**config.mk**
```make
export PLATFORM = sky130hd
export DESIGN_NAME = sac_front
export DESIGN_NICKNAME = d
export VERILOG_FILES = /design/src/hw/rtl/sac_pkg.sv /design/src/hw/rtl/sac_front.sv
export SDC_FILE = /design/constraint.sdc
export NUM_CORES = 1
export LEC_CHECK = 0
export ABC_AREA = 1
export BUFFER_PORTS_ARGS = -buffer_cell sky130_fd_sc_hd__buf_2
export CORE_MARGIN = 10
export CORE_UTILIZATION = 50
export DETAILED_ROUTE_END_ITERATION = 8
export PLACE_DENSITY = 0.75
export SYNTH_ARGS = -nofsm -noshare
export SYNTH_HDL_FRONTEND = slang
export SYNTH_SLANG_ARGS = --single-unit
```
**constraint.sdc**
```tcl
create_clock -name clk -period 11.28 [get_ports clk]
set_clock_uncertainty 0.2 [all_clocks]
set_input_delay 2.256 -clock clk [delete_from_list [all_inputs] [get_ports clk]]
set_output_delay 2.256 -clock clk [all_outputs]
set_load 0.02 [all_outputs]
```
**src/hw/rtl/sac_pkg.sv**
```systemverilog
package sac_pkg;

  // Classified request operations
  typedef enum logic [1:0] {
    OP_READ  = 2'd0,
    OP_WRITE = 2'd1,
    OP_FILL  = 2'd2,
    OP_DROP  = 2'd3
  } op_t;

  // Input mode codes
  localparam logic [1:0] MODE_READ  = 2'd0;
  localparam logic [1:0] MODE_WRITE = 2'd1;
  localparam logic [1:0] MODE_FILL  = 2'd2;

  // Result kind codes
  localparam logic [1:0] KIND_READ  = 2'd0;
  localparam logic [1:0] KIND_FILL  = 2'd1;
  localparam logic [1:0] KIND_WRITE = 2'd2;

  localparam logic [2:0] MAX_LEN = 3'd4;

  // One classified request held in the queue
  typedef struct packed {
    op_t         op;
    logic [31:0] address;
    logic [2:0]  length;
    logic [31:0] write_data;
    logic [31:0] fill_data;
  } item_t;

  // Control from the back part to the front part
  typedef struct packed {
    logic pop;
    logic clearing;
  } back_ctl_t;

endpackage

```
**src/hw/rtl/sac_front.sv**
```systemverilog
module sac_front (
  input  logic               clk,
  input  logic               rst,
  input  logic               in_valid,
  output logic               in_stall,
  input  logic [1:0]         mode,
  input  logic [31:0]        address,
  input  logic [2:0]         length,
  input  logic [31:0]        write_data,
  input  logic [31:0]        fill_data,
  input  sac_pkg::back_ctl_t ctl,
  output logic               q_valid,
  output sac_pkg::item_t     q_item
);
  import sac_pkg::*;

  item_t      cls;
  item_t      entries [2];
  logic       wr_ptr;
  logic       rd_ptr;
  logic [1:0] count;
  logic       push;
  logic       pop;

  // Classify the incoming request
  always_comb begin
    cls.address    = address;
    cls.write_data = write_data;
    cls.fill_data  = fill_data;
    cls.length     = (length > MAX_LEN) ? MAX_LEN : length;
    case (mode)
      MODE_READ:  cls.op = (length == 3'd0) ? OP_DROP : OP_READ;
      MODE_WRITE: cls.op = (length == 3'd0) ? OP_DROP : OP_WRITE;
      MODE_FILL:  cls.op = OP_FILL;
      default:    cls.op = OP_DROP;
    endcase
  end

  assign in_stall = (count == 2'd2) || ctl.clearing;
  assign push     = in_valid && !in_stall;
  assign pop      = ctl.pop && q_valid;
  assign q_valid  = (count != 2'd0);
  assign q_item   = entries[rd_ptr];

  // Hold classified requests in a two-entry queue
  always_ff @(posedge clk) begin
    if (push) begin
      entries[wr_ptr] <= cls;
    end
  end

  always_ff @(posedge clk) begin
    if (rst) begin
      wr_ptr <= 1'b0;
      rd_ptr <= 1'b0;
      count  <= 2'd0;
    end else begin
      if (push) begin
        wr_ptr <= !wr_ptr;
      end
      if (pop) begin
        rd_ptr <= !rd_ptr;
      end
      if (push && !pop) begin
        count <= count + 2'd1;
      end else if (pop && !push) begin
        count <= count - 2'd1;
      end
    end
  end

endmodule

```
== Word level (Yosys, flattened, before mapping) ==
Memory sizes are Yosys's and may differ from the RTL's. A register that Yosys moved wholly into a read port is not among the register bits.
Cells that the tools add are included.
Widths: inputs -> output; s select.

* Add/sub/neg operators: 2
* $lt $le $gt $ge: 1
* Multiplexer cells: 10
* Reductions and logical operators: 14
* Equality and inequality tests: 3

{| class="wikitable"
|+ Operators with widths
! cell !! count
|-
| $mux 2 || 4
|-
| $pmux 2 s3 || 1
|-
| $logic_not 1->1 || 5
|-
| $eq 2x2->1 const B || 2
|-
| $logic_and 1x1->1 || 4
|-
| $mux 1 || 4
|-
| $reduce_bool 2->1 || 2
|-
| $gt 3x3->1 const B || 1
|-
| $logic_not 3->1 || 1
|-
| $mux 3 || 1
|-
| $add 2x1->2 const B || 1
|-
| $eq 2x1->1 const B || 1
|-
| $logic_not 2->1 || 1
|-
| $sub 2x1->2 const B || 1
|-
| $logic_or 1x1->1 || 1
|}

* Register bits after elaboration: 4
* Word-level logic and storage cells: 34
* Memories kept: 1
* Output and inout port bits: 103
* Bits in writable memories: 202

{| class="wikitable"
|+ Memory list
! memory !! depth !! bits a word !! read ports !! clocked after memory_dff !! wr ports !! RTL line !! text
|-
| entries || 2 || 101 || 1 || 1 || 1 || sac_front.sv:18 || <nowiki>item_t entries [2];</nowiki>
|}

== Longest topological paths before layout ==
* Depth after elaboration: 8
* Mapped depth: 11
* Gate-level depth less buffers: 11

== Worst setup path before layout ==
No wires, ideal clock.

* Path kind: input port to flip-flop
* Start point: input port ctl[0] (netlist name)
* End point: memory entries[0][0] (netlist name), enable pin
* Slack: 3.867 ns
* Arrival: 6.652 ns
* Stages on the path: 3
* Required time: 10.518 ns
* Path buffers: 0
* Path through: inv_1 > nand3_1 > nor2_1

* Cells in the longest elaborated chain, start to end: 5

{| class="wikitable"
|+ Ends and longest elaborated chain
! element !! RTL line !! text
|-
| from (decl) || sac_front.sv:11 || <nowiki>input sac_pkg::back_ctl_t ctl,</nowiki>
|-
| $logic_or 1x1->1 || sac_front.sv:39 || <nowiki>assign in_stall = (count == 2'd2) || ctl.clearing;</nowiki>
|-
| $logic_not 1->1 || sac_front.sv:40 || <nowiki>assign push = in_valid && !in_stall;</nowiki>
|-
| $logic_and 1x1->1 || sac_front.sv:40 ||
|-
| $mux 1 || sac_front.sv:47 || <nowiki>if (push) begin</nowiki>
|-
| $mux 1 (not written as such) || sac_front.sv:48 || <nowiki>entries[wr_ptr] <= cls;</nowiki>
|-
| to (decl) || sac_front.sv:18 ||
|}

Every way passes these cells.

==> results.toml <==
[power]
peakVddDrop_uv = 138
p_clk_share_pct = 34.3
p_per_area_nw_per_um2 = 199
p_total_mw = 1.97
power_leakage_nw = 3.89
p_sw_mw = 0.489
switching_share_pct = 24.8
pwr-share-comb_pct = 18.7
p_int_mw = 1.48
seq_power_share_pct = 47.0

[clock_network]
cts.sinks = 207
clk_path_buf_depth = 3
post_cts.repair.setup_buffers = 0
cts_hold_buffers = 0
cts_tree = "built"
clk_latency_ns = 0.48
htreeDepth = 1
cts_root_buffer = "clkbuf_16"
path_clk_slew_ns = 0.06
cts_resized = 0
cts_buffers = 22

[critical_path]
cp-end-kind = "output pin"
crit_chain = "buf_4 -> mux2_2 -> buf_2"
setup.worst_path.start_class = "flip-flop"
crit_type = "reg2out"
cpMaxStageDelayCell = "buf_4"
crit_arrival_ns = 2.96
slowest_delay_ns = 0.94
path_max_fanout = 65
cp_data_required_time_ns = 8.82

[layout]
multi_input_area_sq_um = 1620
stdcell_area_sq_um = 9880
final_cell_count_no_fill = 818
nNetsFinal = 693
ff_latch_area_sq_um = 6170
area_growth_pct = 23.0
nFillCells = 1144
utilization_pct = 62.4
drive_gt1_share_pct = 57.4

[worst_hold_path]
hold_class = "reg2reg"

[routing]
detail_route.iter0.violations = 199
vias_per_cell = 4.86
finalWirelength_um = 15300
drtAntennaViolNets = 0
drc = 0
vias = 3972
first_pass_iters = 4
wire_per_inst_um = 18.8

[job]
drv_cap = 0

[floorplan]
die_w_um = 147
die_y_um = 147
core-area_sq_um = 15800
pin_count = 209
dieArea_sq_um = 21500
initial_core_util_pct = 50.7
num_rows = 46

[sta]
max-slew-margin-rel_pct = 20.6
clock.fmax_mhz = 185
slew_viol_final = 0
worst_slack_ns = 5.87
tightest_slew_ns = 1.19
fin_crit_sh_pct = 48.0
hold_viol = 0
rsz0062_at_grt = "no"
period_needed_ns = 5.41
setup_violations = 0
finalHoldWorstSlack_ns = 0.311
fin_setup_tns_ns = 0

[global_route]
grt_pass1_wl_um = 23600
grt_pass1_vias = 4315
grt_usage_pct = 13.6
overflow = 0
antenna_found_initial = 2
grt_max_degree = 66

[logic_synthesis]
synth.avg_cell_area_sq_um = 22.1
synth_seq_area_share_pct = 76.8
synth_cell_types = 18
yosys_register_bits = 207
synthCells = 363
ys_warn_count = 0
synth_nets = 470
syn-cell-area_sq_um = 8030

[placed_design]
place_congestion = 0.709
placed_area_sq_um = 9180
dp_hpwl_um = 10700
place_inst = 778
port_buffers = 208
dp_slack_ns = 6.19

[run_status]
status = "finished, final reports clean"
-- routing by layer --
layer  up-vias  GRT usage, %  wire [um]  part of all wire [%]
met2       155          22.9       7540                    49
met5         -         0.237         13                 0.085
met3        25          5.41       1350                   8.8
li1       1852             -          -                     -
met4         2          3.15        299                   1.9
met1      1938          16.1       6140                    40
-- cell usage in the layout (no fill, tap or decap), drive strengths merged --
cell	instances
inv	13
nand2	12
nor2	7
clkinv	6
buf	211
nand3b	1
nand3	3
bufinv	1
a21oi	2
dfxtp	5
o21ai	1
o21bai	1
edfxtp	202
clkbuf	32
diode	1
nand4	2
ha	1
mux2	101
-- critical path: cells and delay by family (launching register included) --
kind                   cells  cell delay, ns
multiplexers               1            0.42
flip-flops                 1            0.79
buffers and inverters      2            1.11
-- power groups by stage --
stage | Combinational [mW] | Clock, mW | Sequential [mW]
floorplan | 0.297 | 0 | 0.927
global placement | 0.368 | 0 | 0.938
detailed placement | 0.374 | 0 | 0.941
CTS | 0.375 | 0.698 | 0.925
global route | 0.394 | 0.726 | 0.929
finish | 0.368 | 0.676 | 0.924
-- logic make-up (layout without fill, tap and decap cells) --
logic type      after synthesis  count (layout)  share of synthesized area [%]
simple gates                 25              25                           1.32
mux                         101             101                           18.4
flops                       207             207                           76.8
fa+ha+maj                     1               1                          0.156
compound gates                4               4                          0.280
buf+inv                      25             263                           3.10
other cells                   0               1                              0
-- worst paths after layout --
check                  from             end  slack (ns)  depth (start not counted)
hold reg to reg      rd_ptr          rd_ptr        0.31                          2
setup / recovery  flip-flop      q_item[98]        5.87                          3
setup reg to reg   count[0]  entries[0][89]        8.19                          5
hold / removal       rd_ptr          rd_ptr        0.31                          2
-- flip-flops by register name (all words and copies together), names as in the netlist, named ones only --
register / cells
entries: 202
count: 2
rd_ptr: 1
wr_ptr: 1
-- layout make-up --
cell class              instances  share of cell area [%]
repair buffers                211                    10.8
diodes                          1                  0.0253
flip-flops and latches        207                    62.5
clock buffers                  32                    6.47
multi-input cells             131                    16.4
well taps                     216                    2.74
clock inverters                 7                   0.570
inverters                      13                   0.519
-- cells in the mapped netlist (all sizes together) --
library cell / instances / area (sq um)
dfxtp: 5 / 100
ha: 1 / 12.5
a21oi: 2 / 10.0
nand2: 12 / 45.0
clkbuf: 1 / 3.75
edfxtp: 202 / 6070
mux2: 101 / 1480
buf: 11 / 196
o21ai: 1 / 5.00
nand3: 3 / 15.0
nand4: 2 / 12.5
inv: 13 / 48.8
o21bai: 1 / 7.51
nand3b: 1 / 7.51
nor2: 7 / 26.3
Note: power is estimated with default switching activity, not from simulation.
